===== config.mk =====
export PLATFORM = sky130hd
export DESIGN_NAME = mmrc_in_stage
export DESIGN_NICKNAME = d
export VERILOG_FILES = /design/src/rtl/mmrc_pkg.sv /design/src/rtl/mmrc_in_stage.sv
export SDC_FILE = /design/constraint.sdc
export NUM_CORES = 1
export LEC_CHECK = 0
export BUFFER_PORTS_ARGS = -buffer_cell sky130_fd_sc_hd__buf_4
export CAP_MARGIN = 20
export CORE_ASPECT_RATIO = 1.75
export CORE_MARGIN = 4
export CORE_UTILIZATION = 44
export DETAILED_ROUTE_END_ITERATION = 10
export PLACE_DENSITY = 0.84
export SLEW_MARGIN = 20
export SYNTH_ARGS = -nofsm -noshare
export SYNTH_HDL_FRONTEND = slang
export SYNTH_SLANG_ARGS = --single-unit

===== constraint.sdc =====
create_clock -name i_clk -period 3.26 [get_ports i_clk]
set_input_delay 0.489 -clock i_clk [delete_from_list [all_inputs] [get_ports i_clk]]
set_output_delay 0.489 -clock i_clk [all_outputs]
set_load 0.02 [all_outputs]

===== src/rtl/mmrc_pkg.sv =====
package mmrc_pkg;

    // Field widths of the descriptor and region beats
    localparam int unsigned TYPE_W     = 8;
    localparam int unsigned START_W    = 52;
    localparam int unsigned DPAGES_W   = 40;
    localparam int unsigned PAGES_W    = 44;
    localparam int unsigned MB_W       = 36;

    // Defaults for the top-level parameters
    localparam int unsigned ADDR_BITS_DEF  = 52;
    localparam int unsigned PAGE_SHIFT_DEF = 12;

    // Firmware memory type codes with a class of their own
    localparam logic [TYPE_W-1:0] TYPE_BOOT_CODE    = 8'd3;
    localparam logic [TYPE_W-1:0] TYPE_BOOT_DATA    = 8'd4;
    localparam logic [TYPE_W-1:0] TYPE_CONVENTIONAL = 8'd7;
    localparam logic [TYPE_W-1:0] TYPE_MMIO         = 8'd11;

    typedef enum logic [1:0] {
        CLS_FREE = 2'd0,
        CLS_MMIO = 2'd1,
        CLS_RSVD = 2'd2
    } t_region_class;

    typedef struct packed {
        logic [TYPE_W-1:0]   desc_type;
        logic [START_W-1:0]  desc_start;
        logic [DPAGES_W-1:0] desc_pages;
        logic                last_desc;
    } t_desc;

    typedef struct packed {
        t_region_class      region_class;
        logic [START_W-1:0] region_start;
        logic [PAGES_W-1:0] region_pages;
        logic               last_region;
        logic [MB_W-1:0]    total_mb;
    } t_region;

    // Registered descriptor as seen by the merge logic
    typedef struct packed {
        logic  valid;
        t_desc desc;
    } t_in_stage;

    // Up to two regions produced by one descriptor, in emit order
    typedef struct packed {
        logic    v0;
        t_region r0;
        logic    v1;
        t_region r1;
    } t_pair;

    // Handshake between merge logic and output queue
    typedef struct packed {
        logic       adv;
        logic [1:0] cnt;
    } t_q_status;

    function automatic t_region_class class_of(input logic [TYPE_W-1:0] code);
        t_region_class cls;
        case (code)
            TYPE_BOOT_CODE:    cls = CLS_FREE;
            TYPE_BOOT_DATA:    cls = CLS_FREE;
            TYPE_CONVENTIONAL: cls = CLS_FREE;
            TYPE_MMIO:         cls = CLS_MMIO;
            default:           cls = CLS_RSVD;
        endcase
        return cls;
    endfunction

endpackage


===== src/rtl/mmrc_in_stage.sv =====
module mmrc_in_stage
    import mmrc_pkg::*;
(
    input  logic        i_clk,
    input  logic        i_rst_n,
    input  logic        i_valid,
    input  t_desc       i_desc,
    output logic        o_ready,
    input  logic        i_adv,
    output t_in_stage   o_stage
);

    logic  r_valid;
    logic  n_valid;
    t_desc r_desc;

    // Take a new beat when empty or when the held one retires this cycle
    assign o_ready = !r_valid || i_adv;

    always_comb begin
        n_valid = r_valid;
        if (i_valid && o_ready) begin
            n_valid = 1'b1;
        end else if (i_adv) begin
            n_valid = 1'b0;
        end
    end

    always_ff @(posedge i_clk) begin
        if (!i_rst_n) begin
            r_valid <= 1'b0;
        end else begin
            r_valid <= n_valid;
        end
    end

    always_ff @(posedge i_clk) begin
        if (i_valid && o_ready) begin
            r_desc <= i_desc;
        end
    end

    assign o_stage.valid = r_valid;
    assign o_stage.desc  = r_desc;

endmodule


==> impl_metrics.env <==
export IMPL_status="finished clean"
export IMPL_endpoint_kind="flop"
export IMPL_irDropWorstVdd_v=0.000459
export IMPL_yosys_warnings=0
export IMPL_final_setup_viol_count=0
export IMPL_synth_xor_area_share_pct=0
export IMPL_h_tree_depth=3
export IMPL_antenna_found_initial=0
export IMPL_period_share_pct=51.6
export IMPL_drt_wl_total_um=7670
export IMPL_numPortBuffers=207
export IMPL_slowest_stage="and2_4"
export IMPL_synth_compound_area_share_pct=0.363
export IMPL_leakage_nw=2.13
export IMPL_clock_sinks=102
export IMPL_grt_use_met1_pct=16.1
export IMPL_root_buffer="clkbuf_16"
export IMPL_netlist_area_leader_share_pct=97.9
export IMPL_diodes=0
export IMPL_path_cells="nand2b_4, and2_4, buf_12"
export IMPL_yosysMostFrequentCell="edfxtp_1"
export IMPL_antenna_left=0
export IMPL_slew_viol_final=0
export IMPL_synth_top_family_by_area="simple AND/OR/NAND/NOR gates"
export IMPL_r2r_cells=3
export IMPL_grt_max_degree=58
export IMPL_worst_pin_slew_ps=603
export IMPL_cap_violations=0
export IMPL_cp_top_family="simple AND/OR/NAND/NOR gates"
export IMPL_ys_async_sr_fraction_pct=0
export IMPL_yosysTopAreaCell="edfxtp_1"
export IMPL_clkLatencyLatePin_ps=330
export IMPL_path_buf_inv=1
export IMPL_nets=430
export IMPL_synth_fa_ha_area_share_pct=0
export IMPL_cts_buffers=9
export IMPL_cts_clk_slew_worst_paths_ps=60
export IMPL_grt_ovfl_total=0
export IMPL_startpoint="r_valid"
export IMPL_cts_hold_buf=0
export IMPL_hp_class="in2reg"
export IMPL_fp_dieArea_um2=8500
export IMPL_yosys_mux_area_fraction_pct=0
export IMPL_first_pass_iters=4
export IMPL_io_pins=208
export IMPL_synthCells=107
export IMPL_initial_core_util_pct=45.2
export IMPL_first_iter_violations=122
export IMPL_intPower_mw=2.21
export IMPL_syn_area_um2=3100
export IMPL_synth_ff_type="edfxtp_1"
export IMPL_final_min_clock_period_ps=1680
export IMPL_core_um2=6860
export IMPL_r2r_start="r_valid"
export IMPL_synth_distinct_cells=7
export IMPL_grt_pass1_vias=2043
export IMPL_grt_usage_pct=18.2
export IMPL_synth_area_leaders="edfxtp_1 (98%), dfxtp_1 (0.65%), nand2b_4 (0.44%), a21boi_2 (0.36%), and2_4 (0.28%)"
export IMPL_hold_viol=0
export IMPL_cp_depth=3
export IMPL_grt_first_pass_wirelength_um=11100
export IMPL_worstHoldStart="i_desc[46]"
export IMPL_p_seq_share_pct=55.5
export IMPL_final_util_pct=73.3
export IMPL_synth_simple_area_share_pct=0.727
export IMPL_start_kind="flop"
export IMPL_cts_resized=0
export IMPL_crit_required_ps=3260
export IMPL_drive_gt1_share_pct=67.3
export IMPL_grt_use_met2_pct=31.8
export IMPL_synth_edff_count=101
export IMPL_seq_area_um2=3050
export IMPL_syn_avg_cell_area_um2=29.0
export IMPL_holdPathStages=1
export IMPL_post_drt_wl_per_cell_um=18.5
export IMPL_setup_tns_ps=0
export IMPL_rsz0062_at_grt="no"
export IMPL_dp_hpwl_um=6030
export IMPL_gp_congestion=0.754
export IMPL_core_rowCount=40
export IMPL_ys_ff_latch=102
export IMPL_fillers=447
export IMPL_switchingPower_mw=0.598
export IMPL_p_clk_share_pct=32.2
export IMPL_busiest_layer="met2"
export IMPL_die_y_um=119
export IMPL_multi_input_area_um2=33.8
export IMPL_met3_usage_pct=9.88
export IMPL_fmax_mhz=594
export IMPL_synth_fp_nets=212
export IMPL_cp_arrival_ps=1690
export IMPL_drcViolationCount=0
export IMPL_viasPerCell=4.48
export IMPL_power_frac_comb_pct=12.3
export IMPL_power_density_nw_per_um2=558
export IMPL_critPathMaxStageDelay_ps=540
export IMPL_slew_headroom_pct=59.8
export IMPL_path_class="reg2reg"
export IMPL_crit_fanout=57
export IMPL_synth_seq_area_share_pct=98.5
export IMPL_cts_tree="done"
export IMPL_final_setup_skew_ps=3.68
export IMPL_syn2layout_area_growth_pct=62.2
export IMPL_clockBufferDepth=2
export IMPL_fp_dieW_um=71.4
export IMPL_post_cts_buffers=0
export IMPL_vias=1855
export IMPL_swShare_pct=21.3
placed cells by master (no fill, tap or decap):
master / synthesis / final
buf_4: 1 / 207
edfxtp_1: 101 / 101
clkbuf_16: 0 / 9
clkinv_1: 0 / 5
nand2b_4: 1 / 1
and2_4: 1 / 1
inv_1: 1 / 1
a21boi_2: 1 / 1
clkinv_2: 0 / 1
clkinvlp_4: 0 / 1
buf_12: 0 / 1
dfxtp_1: 1 / 1
per-stage QoR:
stage	setup WS (ps)	instance area (um^2)	hold slack, ps	instances	power, mW
after floorplan	1430	3100	531	107	1.71
after CTS	1580	5030	317	414	2.84
after global placement	1360	4770	492	398	1.92
after global routing	1490	5030	311	414	2.92
after detailed placement	1300	4770	517	398	1.93
final	1580	5030	332	414	2.80
power by group through the flow:
stage	clock (mW)	sequential [mW]	combinational, mW
2_1_floorplan	0	1.68	0.0289
3_3_place_gp	0	1.58	0.340
3_5_place_dp	0	1.58	0.349
4_1_cts	0.930	1.56	0.349
5_1_grt	0.993	1.56	0.362
6_report	0.904	1.56	0.345
worst register-to-register path, stage by stage, from the launching register on:
cell      delay [ps]
dfxtp_1          340
nand2b_4          90
and2_4           540
buf_12           370
cell families (layout without fill, tap and decap cells):
logic type             count (synthesis)  after routing
buffers and inverters                  2            225
AO/OA/AOI/OAI                          1              1
flip-flops                           102            102
AND/OR/NAND/NOR                        2              2
layer usage:
metal,vias to the layer above,part of all wire [%],routed length (um)
met1,847,29,2260
met3,23,11,843
met5,-,0,0
li1,866,-,-
met2,119,56,4270
met4,0,3.8,294
sequential cells by signal, summed over array words and instances, names as in the netlist:
signal	flops
o_stage	101
r_valid	1
cell type report:
| cell class | instances | share of cell area (%) |
|---|---|---|
| inverters | 1 | 0.0747 |
| clock inverters | 7 | 0.622 |
| flip-flops and latches | 102 | 60.7 |
| clock buffers | 9 | 4.48 |
| well taps | 84 | 2.09 |
| repair buffers | 208 | 31.3 |
| multi-input cells | 3 | 0.672 |
path summary, 6_finish.rpt:
| kind | to | slack, ps |
|---|---|---|
| max | o_stage[99] | 1580 |
| min | o_stage[46] | 330 |
| max reg2reg | o_stage[99] | 1580 |
| min reg2reg | r_valid | 520 |
Power figures use the tool's default switching activity.
