### config.mk
export PLATFORM = sky130hd
export DESIGN_NAME = mmrc_out_queue
export DESIGN_NICKNAME = d
export VERILOG_FILES = /design/src/rtl/mmrc_pkg.sv /design/src/rtl/mmrc_out_queue.sv
export SDC_FILE = /design/constraint.sdc
export NUM_CORES = 1
export LEC_CHECK = 0
export BUFFER_PORTS_ARGS = -buffer_cell sky130_fd_sc_hd__buf_2
export CORE_AREA = 2 2 190 192
export DETAILED_ROUTE_END_ITERATION = 6
export DIE_AREA = 0 0 192 194
export GPL_TIMING_DRIVEN = 0
export SETUP_SLACK_MARGIN = 0.4
export SYNTH_ARGS = -nofsm -noshare
export SYNTH_HDL_FRONTEND = slang
export SYNTH_SLANG_ARGS = --single-unit
### constraint.sdc
create_clock -name i_clk -period 17.9 [get_ports i_clk]
set_input_delay 3.58 -clock i_clk [delete_from_list [all_inputs] [get_ports i_clk]]
set_output_delay 3.58 -clock i_clk [all_outputs]
set_load 0.05 [all_outputs]
### src/rtl/mmrc_pkg.sv
package mmrc_pkg;

    // Field widths of the descriptor and region beats
    localparam int unsigned TYPE_W     = 8;
    localparam int unsigned START_W    = 52;
    localparam int unsigned DPAGES_W   = 40;
    localparam int unsigned PAGES_W    = 44;
    localparam int unsigned MB_W       = 36;

    // Defaults for the top-level parameters
    localparam int unsigned ADDR_BITS_DEF  = 52;
    localparam int unsigned PAGE_SHIFT_DEF = 12;

    // Firmware memory type codes with a class of their own
    localparam logic [TYPE_W-1:0] TYPE_BOOT_CODE    = 8'd3;
    localparam logic [TYPE_W-1:0] TYPE_BOOT_DATA    = 8'd4;
    localparam logic [TYPE_W-1:0] TYPE_CONVENTIONAL = 8'd7;
    localparam logic [TYPE_W-1:0] TYPE_MMIO         = 8'd11;

    typedef enum logic [1:0] {
        CLS_FREE = 2'd0,
        CLS_MMIO = 2'd1,
        CLS_RSVD = 2'd2
    } t_region_class;

    typedef struct packed {
        logic [TYPE_W-1:0]   desc_type;
        logic [START_W-1:0]  desc_start;
        logic [DPAGES_W-1:0] desc_pages;
        logic                last_desc;
    } t_desc;

    typedef struct packed {
        t_region_class      region_class;
        logic [START_W-1:0] region_start;
        logic [PAGES_W-1:0] region_pages;
        logic               last_region;
        logic [MB_W-1:0]    total_mb;
    } t_region;

    // Registered descriptor as seen by the merge logic
    typedef struct packed {
        logic  valid;
        t_desc desc;
    } t_in_stage;

    // Up to two regions produced by one descriptor, in emit order
    typedef struct packed {
        logic    v0;
        t_region r0;
        logic    v1;
        t_region r1;
    } t_pair;

    // Handshake between merge logic and output queue
    typedef struct packed {
        logic       adv;
        logic [1:0] cnt;
    } t_q_status;

    function automatic t_region_class class_of(input logic [TYPE_W-1:0] code);
        t_region_class cls;
        case (code)
            TYPE_BOOT_CODE:    cls = CLS_FREE;
            TYPE_BOOT_DATA:    cls = CLS_FREE;
            TYPE_CONVENTIONAL: cls = CLS_FREE;
            TYPE_MMIO:         cls = CLS_MMIO;
            default:           cls = CLS_RSVD;
        endcase
        return cls;
    endfunction

endpackage

### src/rtl/mmrc_out_queue.sv
module mmrc_out_queue
    import mmrc_pkg::*;
(
    input  logic      i_clk,
    input  logic      i_rst_n,
    input  logic      i_in_valid,
    input  t_pair     i_pair,
    output t_q_status o_status,
    output logic      o_valid,
    input  logic      i_ready,
    output t_region   o_region
);

    logic [1:0] r_cnt;
    logic [1:0] n_cnt;
    t_region    r_q0;
    t_region    r_q1;
    t_region    n_q0;
    t_region    n_q1;

    logic       pop;
    logic [1:0] keep;
    logic [1:0] nnew;
    logic       adv;
    t_region    e0;
    t_region    e1;

    assign pop  = (r_cnt != 2'd0) && i_ready;
    assign keep = r_cnt - {1'b0, pop};
    assign nnew = {1'b0, i_pair.v0} + {1'b0, i_pair.v1};
    assign adv  = i_in_valid && ((keep + nnew) <= 2'd2) && !(keep == 2'd2 && nnew != 2'd0);

    // Compact the new regions so the first one to emit comes first
    assign e0 = i_pair.v0 ? i_pair.r0 : i_pair.r1;
    assign e1 = i_pair.r1;

    always_comb begin
        n_q0  = r_q0;
        n_q1  = r_q1;
        n_cnt = keep;
        if (pop) begin
            n_q0 = r_q1;
        end
        if (adv) begin
            n_cnt = keep + nnew;
            case (keep)
                2'd0: begin
                    n_q0 = e0;
                    n_q1 = e1;
                end
                2'd1: begin
                    n_q1 = e0;
                end
                default: begin
                    n_q1 = r_q1;
                end
            endcase
        end
    end

    always_ff @(posedge i_clk) begin
        if (!i_rst_n) begin
            r_cnt <= 2'd0;
        end else begin
            r_cnt <= n_cnt;
        end
    end

    always_ff @(posedge i_clk) begin
        r_q0 <= n_q0;
        r_q1 <= n_q1;
    end

    assign o_status.adv = adv;
    assign o_status.cnt = r_cnt;
    assign o_valid      = r_cnt != 2'd0;
    assign o_region     = r_q0;

endmodule

==> flow_metrics.tcl <==
set metrics [dict create \
    highest_layer "met5" \
    fillers 3288 \
    dpl.cell_count 1808 \
    cts.reportedPaths.clkPinSlew_ns 0.06 \
    cts_hold_buf 0 \
    fin_crit_sh 0.569 \
    vias 9187 \
    antenna_found_initial 11 \
    setup_viol 0 \
    fin_crit_ns 10.18 \
    synth-warning-count 0 \
    route.met3.wl_um 3480 \
    final_max_slew_viol_count 0 \
    p_leak_nw 7.96 \
    drive_gt1_frac 0.430 \
    hold_viol 0 \
    crit_type "input pin to output pin" \
    slew_headroom 0.340 \
    fin_tns_setup_ns 0 \
    drc 0 \
    cts_tree "yes" \
    die_h_um 194 \
    viasPerCell 4.90 \
    gp_congestion 0.765 \
    synthDistinctLibCells 27 \
    cts_resized 0 \
    end_kind "output pin" \
    crit_path_start_kind "input pin" \
    drt-total-wl_um 37400 \
    p_total_mw 3.28 \
    fin_nets 1660 \
    fmax_ghz 0.0982 \
    clk_path_buf_depth 3 \
    syn-num-nets 1207 \
    netlist_area_sq_mm 0.0129 \
    hp-class "flop to flop" \
    io_buffers 414 \
    worst_slew_pin_slew_ns 0.985 \
    synth_area_per_cell_sq_um 13.9 \
    insertion_delay_ns 0.56 \
    worstPathArrival_ns 6.60 \
    ys_ff_latch 272 \
    design.core.area_sq_mm 0.0352 \
    synth_top_area_frac 0.314 \
    synth-edff-count 135 \
    cts_root_buf "clkbuf_16" \
    cap_violations 0 \
    dp_hpwl_um 27500 \
    synthArstFlopShare 0 \
    fin_cells 1873 \
    initial_utilization 0.367 \
    netlist_instances 927 \
    cts_max_level 1 \
    first_iter_violations 380 \
    areaGrowthSynthToFinish_pct 29.3 \
    fin_worst_skew_ns 0.0122 \
    cts_setup_buffers 0 \
    ant_nets 0 \
    power_density_mw_per_mm2 196 \
    synth_top_area_cell "mux2i_1" \
    die_area_sq_mm 0.0372 \
    fp-row-count 69 \
    ys_seq_area_frac 0.526 \
    first_pass_iters 4 \
    grt_pass1_vias 9591 \
    cts_buffers 31 \
    grt_max_degree 25 \
    rsz0062_at_grt "false" \
    ys_top_cells_by_area "mux2i_1 (31%), edfxtp_1 (31%), dfxtp_1 (21%)" \
    grt_pass1_wl_um 55700 \
    grtUsageTotal 0.193 \
    boundaryPins 415 \
    dr_wl_met2_um 18300 \
    met1_length_um 14900 \
    max-vdd-ir-drop_mv 0.116 \
    wl_per_cell_um 20.0 \
    cp_max_fo 10 \
    synthFlopType "dfxtp_1" \
    critPathRequiredTime_ns 14.32 \
    die_w_um 192 \
    clkSinkCount 272 \
    status "finished, final reports clean" \
    grt-ovfl-total 0 \
]
[cells in the final DEF (no fill, tap or decap)]
cell type,instances
and3_1,2
buf_6,3
diode_2,8
clkbuf_16,31
nand2b_1,2
buf_1,2
edfxtp_1,135
nand3_1,3
nor3_2,1
inv_1,4
buf_16,2
clkbuf_8,7
nand2_1,3
a21oi_1,1
buf_12,4
buf_4,9
o21ai_0,38
xor2_2,1
or2_2,1
inv_2,1
nand4_1,2
bufinv_16,1
xnor2_1,3
xor2_1,1
mux2_1,30
mux2_2,87
clkbuf_1,26
ha_1,4
a21oi_4,1
dfxtp_1,137
o21ai_1,1
mux2i_1,405
a211oi_1,1
buf_2,454
clkinv_2,1
[sequential cells by signal, indices dropped and copies added, names as in the netlist]
name	count
o_region	135
r_q1	135
r_cnt	2
[path summary, 6_finish.rpt]
path / start / to / slack, ns / depth (start not counted)
worst min-delay path: r_q1[105] / o_region[105] / 0.51 / 2
worst max register to register: r_cnt[1] / r_q1[101] / 13.87 / 11
worst max-delay path: i_ready / o_status[2] / 7.72 / 13
worst min register to register: r_q1[105] / o_region[105] / 0.51 / 2
[report_power, final]
part | internal (mW) | switching [mW] | total, mW
logic | 0.478 | 1.07 | 1.55
registers | 1.00 | 0.114 | 1.11
clock network | 0.363 | 0.254 | 0.617
[cell usage after synthesis, types with 2 or more instances]
master    count
ha_1          4
nand2b_1      2
a21oi_1       2
mux2_1       30
buf_6         3
xnor2_1       3
mux2_2       87
clkbuf_1      9
dfxtp_1     137
buf_2        40
buf_1         2
buf_4         9
mux2i_1     405
inv_1         4
o21ai_0      38
nand3_1       3
nand4_1       2
and3_1        2
nand2_1       3
edfxtp_1    135
[worst max-delay path, stage by stage]
cell and delay (ns):
buf_2 0.10, o21ai_0 0.05, buf_2 0.33, buf_4 0.28
buf_2 0.35, inv_1 0.08, ha_1 0.24, xor2_2 0.29
clkbuf_1 0.57, xnor2_1 0.15, a21oi_1 0.16, buf_4 0.12
buf_2 0.27
[area by class of cell]
| type | instances | area (sq um) | share of cell area |
|---|---|---|---|
| clock inverters | 2 | 35.0 | 0.00210 |
| diodes | 8 | 20.0 | 0.00120 |
| repair buffers | 420 | 2210 | 0.132 |
| well taps | 461 | 577 | 0.0345 |
| inverters | 5 | 18.8 | 0.00112 |
| multi-input cells | 587 | 5780 | 0.346 |
| flip-flops and latches | 272 | 6800 | 0.407 |
| clock buffers | 55 | 936 | 0.0560 |
| plain buffers | 63 | 343 | 0.0205 |
[per-stage QoR]
stage	setup slack [ns]	hold slack, ns	area, sq um	utilization
floorplan	5.58	0.492	12900	-
detailed placement	7.61	0.506	15700	0.446
finish	7.72	0.513	16700	0.474
global placement	-0.0686	0.496	15600	0.442
CTS	7.60	0.521	16700	0.474
global route	7.42	0.537	16700	0.474
[layer usage]
metal	GRT usage	vias to the layer above
met5	0	-
met4	0.0438	10
met3	0.0686	53
met2	0.342	305
met1	0.222	4391
li1	-	4428
[kinds of logic (layout without fill, tap and decap cells)]
group,Yosys count,in the layout,synth area share
multiplexers,522,522,0.416
flip-flops,272,272,0.526
buffers and inverters,68,545,0.0280
AO/OA/AOI/OAI,42,42,0.0165
AND/OR/NAND/NOR,14,14,0.00620
XOR/XNOR,5,5,0.00397
adder cells (fa/ha/maj),4,4,0.00387
other,0,8,0
Power figures use the tool's default switching activity.
