==> src/rtl/mmrc_pkg.sv <==
package mmrc_pkg;

    // Field widths of the descriptor and region beats
    localparam int unsigned TYPE_W     = 8;
    localparam int unsigned START_W    = 52;
    localparam int unsigned DPAGES_W   = 40;
    localparam int unsigned PAGES_W    = 44;
    localparam int unsigned MB_W       = 36;

    // Defaults for the top-level parameters
    localparam int unsigned ADDR_BITS_DEF  = 52;
    localparam int unsigned PAGE_SHIFT_DEF = 12;

    // Firmware memory type codes with a class of their own
    localparam logic [TYPE_W-1:0] TYPE_BOOT_CODE    = 8'd3;
    localparam logic [TYPE_W-1:0] TYPE_BOOT_DATA    = 8'd4;
    localparam logic [TYPE_W-1:0] TYPE_CONVENTIONAL = 8'd7;
    localparam logic [TYPE_W-1:0] TYPE_MMIO         = 8'd11;

    typedef enum logic [1:0] {
        CLS_FREE = 2'd0,
        CLS_MMIO = 2'd1,
        CLS_RSVD = 2'd2
    } t_region_class;

    typedef struct packed {
        logic [TYPE_W-1:0]   desc_type;
        logic [START_W-1:0]  desc_start;
        logic [DPAGES_W-1:0] desc_pages;
        logic                last_desc;
    } t_desc;

    typedef struct packed {
        t_region_class      region_class;
        logic [START_W-1:0] region_start;
        logic [PAGES_W-1:0] region_pages;
        logic               last_region;
        logic [MB_W-1:0]    total_mb;
    } t_region;

    // Registered descriptor as seen by the merge logic
    typedef struct packed {
        logic  valid;
        t_desc desc;
    } t_in_stage;

    // Up to two regions produced by one descriptor, in emit order
    typedef struct packed {
        logic    v0;
        t_region r0;
        logic    v1;
        t_region r1;
    } t_pair;

    // Handshake between merge logic and output queue
    typedef struct packed {
        logic       adv;
        logic [1:0] cnt;
    } t_q_status;

    function automatic t_region_class class_of(input logic [TYPE_W-1:0] code);
        t_region_class cls;
        case (code)
            TYPE_BOOT_CODE:    cls = CLS_FREE;
            TYPE_BOOT_DATA:    cls = CLS_FREE;
            TYPE_CONVENTIONAL: cls = CLS_FREE;
            TYPE_MMIO:         cls = CLS_MMIO;
            default:           cls = CLS_RSVD;
        endcase
        return cls;
    endfunction

endpackage

==> src/rtl/mmrc_merge.sv <==
module mmrc_merge
    import mmrc_pkg::*;
#(
    parameter int unsigned ADDR_BITS  = ADDR_BITS_DEF,
    parameter int unsigned PAGE_SHIFT = PAGE_SHIFT_DEF
) (
    input  logic      i_clk,
    input  logic      i_rst_n,
    input  t_in_stage i_stage,
    input  logic      i_adv,
    output t_pair     o_pair
);

    localparam int unsigned SPAN_W = PAGES_W + PAGE_SHIFT;
    localparam int unsigned SUM_W  = ((ADDR_BITS > SPAN_W) ? ADDR_BITS : SPAN_W) + 1;
    localparam int unsigned MB_SHIFT = 20 - PAGE_SHIFT;
    localparam logic [START_W-1:0] ST_MASK = (ADDR_BITS >= START_W) ? {START_W{1'b1}} :
        START_W'((66'(1) << ADDR_BITS) - 66'(1));
    localparam logic [PAGES_W-1:0] PAGES_MAX = {PAGES_W{1'b1}};

    logic                 r_held_valid;
    t_region_class        r_held_class;
    logic [START_W-1:0]   r_held_start;
    logic [PAGES_W-1:0]   r_held_pages;
    logic [PAGES_W-1:0]   r_total;

    t_region_class        n_held_class;
    logic [START_W-1:0]   n_held_start;
    logic [PAGES_W-1:0]   n_held_pages;
    logic [PAGES_W-1:0]   n_total;

    t_region_class        cls;
    logic [START_W-1:0]   start_m;
    logic [SUM_W-1:0]     held_end;
    logic                 merge;
    logic [PAGES_W:0]     held_sum;
    logic [PAGES_W:0]     total_sum;

    assign cls     = class_of(i_stage.desc.desc_type);
    assign start_m = i_stage.desc.desc_start & ST_MASK;

    // Exact end of the held region; an end past the address space never
    // equals a masked start, so no separate overflow test is needed
    assign held_end = SUM_W'(r_held_start) + (SUM_W'(r_held_pages) << PAGE_SHIFT);
    assign merge    = r_held_valid && (r_held_class == cls) && (held_end == SUM_W'(start_m));

    assign held_sum  = {1'b0, r_held_pages} + (PAGES_W+1)'(i_stage.desc.desc_pages);
    assign total_sum = {1'b0, r_total} + (PAGES_W+1)'(i_stage.desc.desc_pages);

    always_comb begin
        if (merge) begin
            n_held_class = r_held_class;
            n_held_start = r_held_start;
            n_held_pages = held_sum[PAGES_W] ? PAGES_MAX : held_sum[PAGES_W-1:0];
        end else begin
            n_held_class = cls;
            n_held_start = start_m;
            n_held_pages = PAGES_W'(i_stage.desc.desc_pages);
        end
        if (cls != CLS_MMIO) begin
            n_total = total_sum[PAGES_W] ? PAGES_MAX : total_sum[PAGES_W-1:0];
        end else begin
            n_total = r_total;
        end
    end

    always_comb begin
        o_pair.v0              = i_stage.valid && r_held_valid && !merge;
        o_pair.r0.region_class = r_held_class;
        o_pair.r0.region_start = r_held_start;
        o_pair.r0.region_pages = r_held_pages;
        o_pair.r0.last_region  = 1'b0;
        o_pair.r0.total_mb     = '0;
        o_pair.v1              = i_stage.valid && i_stage.desc.last_desc;
        o_pair.r1.region_class = n_held_class;
        o_pair.r1.region_start = n_held_start;
        o_pair.r1.region_pages = n_held_pages;
        o_pair.r1.last_region  = 1'b1;
        o_pair.r1.total_mb     = MB_W'(n_total >> MB_SHIFT);
    end

    always_ff @(posedge i_clk) begin
        if (!i_rst_n) begin
            r_held_valid <= 1'b0;
            r_held_class <= CLS_FREE;
            r_held_start <= '0;
            r_held_pages <= '0;
            r_total      <= '0;
        end else if (i_adv) begin
            if (i_stage.desc.last_desc) begin
                r_held_valid <= 1'b0;
                r_held_class <= CLS_FREE;
                r_held_start <= '0;
                r_held_pages <= '0;
                r_total      <= '0;
            end else begin
                r_held_valid <= 1'b1;
                r_held_class <= n_held_class;
                r_held_start <= n_held_start;
                r_held_pages <= n_held_pages;
                r_total      <= n_total;
            end
        end
    end

endmodule

==> config.mk <==
export PLATFORM = sky130hd
export DESIGN_NAME = mmrc_merge
export DESIGN_NICKNAME = d
export VERILOG_FILES = /design/src/rtl/mmrc_pkg.sv /design/src/rtl/mmrc_merge.sv
export SDC_FILE = /design/constraint.sdc
export NUM_CORES = 1
export LEC_CHECK = 0
export ABC_AREA = 1
export BUFFER_PORTS_ARGS = -buffer_cell sky130_fd_sc_hd__buf_2
export CAP_MARGIN = 10
export CORE_MARGIN = 5
export CORE_UTILIZATION = 40
export DETAILED_ROUTE_END_ITERATION = 16
export PLACE_DENSITY_LB_ADDON = 0.08
export SLEW_MARGIN = 20
export SYNTH_ARGS = -nofsm -noshare
export SYNTH_HDL_FRONTEND = slang
export SYNTH_SLANG_ARGS = --single-unit
==> constraint.sdc <==
create_clock -name i_clk -period 4 [get_ports i_clk]
set_input_delay 0.2 -clock i_clk [delete_from_list [all_inputs] [get_ports i_clk]]
set_output_delay 0.2 -clock i_clk [all_outputs]
set_load 0.005 [all_outputs]
==> reports/results.tsv, run 1 <==
stage	metric	value	unit
synthesis	post-synthesis cell type count	47	
floorplan	initial core utilization	0.402	
floorplan	# IOs	377	
clocking	Sink Count	143	
placed_design	dpl hpwl	68.8	mm
status	status	did not finish	
clocking	clk buf depth	2	
synthesis	synthesized area	17600	µm²
floorplan	die span in y	220	µm
status	Halt Stage	detailed routing (5_2_route)	
synthesis	synth warn	0	
placed_design	placed cell count	4047	
synthesis	mean post-synth cell area	5.61	µm²
global_routing	vias in the first global route	21320	
synthesis	#FFs+latches synth	143	
placed_design	I/O Buffers	336	
clocking	CTS buffer count	17	
global_routing	antenna violations before repair	1	
floorplan	Die Wd	220	µm
placed_design	post-place setup slack	0.141	ns
synthesis	Post-synth ARST share	0	
sta	GRT worst endpoint	o_pair[121]	
placed_design	RePlAce Congestion	1.03	
status	Err	Error: net528 2 pin not visited #guides = 192	
synthesis	EDFF count, synth	0	
global_routing	first-pass GRT wire length	127	mm
global_routing	largest net degree at the start of global routing	92	
clocking	Root Driver	clkbuf_16	
floorplan	num rows	77	
global_routing	GR Util All Layers	0.341	
synthesis	Main synth FF type	dfxtp_1	
sta	worst-path endpoint category	primary output	
global_routing	total gr overflow	0	
synthesis	Cells after Synth	3147	
clocking	H-tree levels	4	
synthesis	Seq/Total Area, Yosys	0.162	
[cell families after synthesis]
| logic type | share of synthesized area |
|---|---|
| AND/OR/NAND/NOR | 0.414 |
| buffers and inverters | 0.136 |
| flip-flops | 0.162 |
| AO/OA/AOI/OAI | 0.162 |
| adder cells (fa/ha/maj) | 0.0885 |
| other | 0.000426 |
| XOR/XNOR | 0.0362 |
[metrics by stage]
stage                     instance area [µm²]  hold slack, ns
after floorplan                         17800           0.279
after global placement                  20200           0.458
after detailed placement                20200           0.463
after CTS                               22000          0.0351
after global routing                    22900          0.0462
[synth_stat cells, types with 2 or more instances]
cell type | count | area share
nand2_1 | 866 | 0.18
inv_1 | 433 | 0.092
a21oi_1 | 328 | 0.093
nor2_1 | 301 | 0.064
nand3_1 | 240 | 0.068
dfxtp_1 | 143 | 0.16
ha_1 | 120 | 0.085
nand4_1 | 117 | 0.041
o21ai_0 | 105 | 0.030
and2_1 | 82 | 0.029
clkbuf_1 | 81 | 0.017
buf_4 | 40 | 0.017
xor2_1 | 39 | 0.019
a31oi_1 | 34 | 0.012
xnor2_1 | 34 | 0.017
nor3_1 | 22 | 0.0062
inv_2 | 18 | 0.0038
or2_2 | 17 | 0.0060
o21bai_1 | 14 | 0.0060
buf_2 | 13 | 0.0037
a21o_1 | 10 | 0.0043
nand3b_1 | 10 | 0.0043
o21a_1 | 9 | 0.0038
and3_1 | 7 | 0.0025
nor4_1 | 7 | 0.0025
buf_1 | 6 | 0.0013
a21boi_0 | 5 | 0.0021
clkinv_1 | 4 | 0.00085
nor2_2 | 4 | 0.0014
o211ai_1 | 4 | 0.0017
o21ai_1 | 4 | 0.0011
fa_1 | 3 | 0.0034
nor2_4 | 3 | 0.0019
o2111ai_1 | 3 | 0.0015
o22a_1 | 3 | 0.0015
a211oi_1 | 2 | 0.00085
a221oi_1 | 2 | 0.00099
a31o_2 | 2 | 0.00099
conb_1 | 2 | 0.00043
nand3_2 | 2 | 0.0011
o31ai_1 | 2 | 0.00085
[routing by layer]
| layer | global-route usage |
|---|---|
| met5 | 0 |
| met4 | 0.149 |
| met3 | 0.0600 |
| met2 | 0.552 |
| met1 | 0.447 |
[repair_timing]
| item | in CTS | in global routing |
|---|---|---|
| gates resized for setup | 185 | 208 |
| hold buffers | 12 | 0 |
| gates cloned | 5 | 8 |
| buffers inserted | 17 | 18 |
| hold endpoints to repair | 12 | 0 |
| setup endpoints to repair | 90 | 91 |
| pin swaps | 17 | 44 |
==> run 2: changes to the inputs <==
- CORE_UTILIZATION: 40 -> 25
- PLACE_DENSITY_LB_ADDON: 0.08 -> 0.15
==> run 2 against run 1 <==
The flow now finishes, with violations (negative setup slack). Synthesized cell count stayed put. Area after synthesis stayed put. Global-route usage is 11 points lower.
==> reports/results.tsv, run 2 <==
stage	metric	value	unit
status	status	finished, violations left	
status	failing checks	negative setup slack	
detailed_routing	final wirelength	93.8	mm
worst_setup_path	CP startpoint	r_held_start[42]	
detailed_routing	Via density	4.87	
detailed_routing	DRC violations left	0	
synthesis	Main synth FF type	dfxtp_1	
clocking	H-tree levels	4	
placed_design	RePlAce Congestion	0.961	
sta	Period minus WS final	4.10	ns
synthesis	Post-synth ARST share	0	
floorplan	# IOs	377	
detailed_routing	DRT Pass-1 Iters	5	
clocking	worst-skew pair later-pin latency	0.51	ns
synthesis	post-synthesis cell type count	47	
sta	Final Skew	0.0148	ns
floorplan	Die Wd	276	µm
worst_setup_path	crit path to	o_pair[74]	
synthesis	top-count cell post-synth	nand2_1	
floorplan	die span in y	276	µm
placed_design	placed cell count	4453	
global_routing	largest net degree at the start of global routing	81	
worst_setup_path	Crit path arrival time	3.90	ns
synthesis	post-synthesis mux area share	0	
power	leakage	11.7	nW
global_routing	total gr overflow	0	
sta	final setup fails	82	
synthesis	synthesized area	17600	µm²
clocking	clk slew on worst S/H paths	0.08	ns
synthesis	Post-Synth XOR/XNOR Area	0.0362	
worst_setup_path	CP Capture Type	output pin	
worst_hold_path	Worst Hold Path Cells	5	
power	Power, Total	5.34	mW
detailed_routing	antenna viol nets, final	0	
synthesis	mean post-synth cell area	5.61	µm²
clocking	clk buf depth	2	
clocking	Sink Count	143	
floorplan	initial core utilization	0.252	
sta	setup ws final	-0.105	ns
final_layout	most frequent cells in the layout	772 x nand2_1, 430 x inv_1, 304 x a21oi_1	
synthesis	post-synthesis compound-gate area fraction	0.162	
synthesis	Cells after Synth	3147	
final_layout	Biggest register	r_held_start	
detailed_routing	vias post-DR	22107	
power	worst vdd ir	0.253	mV
synthesis	biggest area consumer among synthesized cells	nand2_1	
synthesis	main combinational cell family by area after synthesis	simple AND/OR/NAND/NOR gates	
global_routing	M2 GR Usage	0.379	
global_routing	grt peak-use layer	met2	
sta	Hold Fails Final Rpt	0	
sta	Slew HR	0.320	
worst_setup_path	Worst Reg-to-Reg Cells	25	
global_routing	GR Util All Layers	0.236	
clocking	Root Driver	clkbuf_16	
floorplan	Core Box Area	70000	µm²
sta	RSZ-0062 raised after global routing	yes	
run	max cap viols	0	
final_layout	area grow syn2layout	35.7	%
final_layout	commonest non-fill, non-tap cell in the layout	nand2_1	
placed_design	I/O Buffers	336	
synthesis	#FFs+latches synth	143	
global_routing	met1 Track Usage GR	0.328	
synthesis	top cells by area, synth	nand2_1 18%, dfxtp_1 16%, a21oi_1 9.3%	
worst_setup_path	crit path kind	flop to output pin	
clocking	CTS tree	done	
global_routing	antenna violations before repair	2	
synthesis	synth warn	0	
global_routing	met3 usage	0.0454	
synthesis	EDFF count, synth	0	
clocking	CTS buffer count	17	
sta	Fmax	244	MHz
final_layout	nets	3812	
worst_setup_path	worst-path fanout max	11	
synthesis	Seq/Total Area, Yosys	0.162	
synthesis	Post-synth top cells	866 x nand2_1, 433 x inv_1, 328 x a21oi_1	
placed_design	dpl hpwl	76.7	mm
synthesis	adder-cell share of the synthesized area	0.0885	
final_layout	Layout Cells excl Fill	4538	
global_routing	first-pass GRT wire length	135	mm
synthesis	simple logic cell fraction of the synthesized area	0.414	
worst_hold_path	Worst Hold Class	input port to flop	
final_layout	layout cell share with drive strength beyond 1	0.249	
final_layout	Largest regs	r_held_start: 52 flops, r_held_pages: 44 flops, r_total: 44 flops	
worst_setup_path	Startpoint Class	flop	
worst_setup_path	Reg-to-Reg Start	r_held_start[42]	
worst_setup_path	R2R Setup Slk	-0.04	ns
global_routing	vias in the first global route	21064	
power	PwrDens	223	nW/µm²
synthesis	share of the synthesized area in the top cell type	0.184	
sta	Tightest Pin Transition	1.02	ns
detailed_routing	DR iter-0 viols	1462	
sta	Slew Limit Fails	0	
final_layout	Largest register FFs	52	
floorplan	die area	76000	µm²
detailed_routing	post-DR wirelength/cell	20.7	µm
floorplan	num rows	97	
worst_setup_path	Worst EP required	3.80	ns
worst_setup_path	RR Endpoint	r_held_pages[3]	
sta	fin crit share	1.03	
## run 2: cell counts after synthesis
No cell type changed its count.
## run 2: layout make-up
type,count,area (µm²)
timing repair buffer,520,3760
clock inverter,15,255
clock buffer,17,425
fill,7999,46100
antenna,1,2.50
inverter,455,1710
multi-input combinational,2447,13700
sequential,143,2920
tap,940,1180
## run 2: worst min-delay path by stage
| stage | startpoint | end | slack, ns |
|---|---|---|---|
| finish | i_stage[58] | r_held_start[17] | 0.1 |
| global route | i_stage[85] | r_held_start[44] | 0.11 |
| floorplan | i_adv | r_held_pages[43] | 0.28 |
| CTS | i_stage[58] | r_held_start[17] | 0.05 |
| global placement | r_total[0] | r_total[0] | 0.46 |
| detailed placement | r_total[0] | r_total[0] | 0.46 |
## run 2: metal layers
metal | wire length (µm) | up-vias
li1 | - | 11048
met1 | 44200 | 10284
met2 | 41300 | 685
met3 | 6010 | 88
met4 | 2180 | 2
met5 | 13 | -
## run 2: critical path, stage by stage, from the launching register on
cell and delay (ns):
dfxtp_1 0.45, ha_2 0.39, a21o_1 0.19, nor2_1 0.18, nand2_1 0.09, inv_2 0.09
nor2_1 0.04, nor2_1 0.14, nand3_1 0.16, nand3_1 0.15, nand2_1 0.06, nor2_1 0.17
nand4_1 0.17, nor2_4 0.16, buf_12 0.13, buf_12 0.18, buf_16 0.17, nand4_1 0.14
and2_1 0.20, buf_2 0.12
## run 2: through the flow
stage                     hold slack [ns]  setup WS (ns)  TNS (ns)  cell area, µm²   util
after floorplan                     0.279          0.966         0           17800      -
after global placement              0.462        -0.0717   -0.0802           21100  0.302
after detailed placement            0.464        -0.0164   -0.0164           21100  0.302
after CTS                          0.0539         -0.205    -13.32           23000  0.329
after global routing                0.109         -0.231    -16.20           23900  0.342
final                              0.0961         -0.105     -5.06           23900  0.342
## run 2: cell families after synthesis
family	after synthesis
AOI/OAI and AO/OA	530
xor gates and xnor gates	73
adders and majority gates	123
buffers and inverters	595
DFF	143
other	2
and+or+nand+nor	1681
## run 2: timing repair
| item | 4_1_cts | 5_1_grt |
|---|---|---|
| setup endpoints to repair | 85 | 87 |
| pin swaps | 32 | 30 |
| resized for setup | 216 | 206 |
| setup buffers | 26 | 9 |
| cloned | 7 | 1 |
| endpoints found under the hold margin | 12 | 0 |
| hold buffers | 12 | 0 |
## run 2: power breakdown
group | switching, mW | internal, mW | total (mW)
logic | 1.10 | 0.683 | 1.78
clock network | 0.825 | 1.18 | 2.00
registers | 0.0753 | 1.49 | 1.56
total | 2.00 | 3.35 | 5.34
No activity file was read; power rests on OpenSTA's default activity.
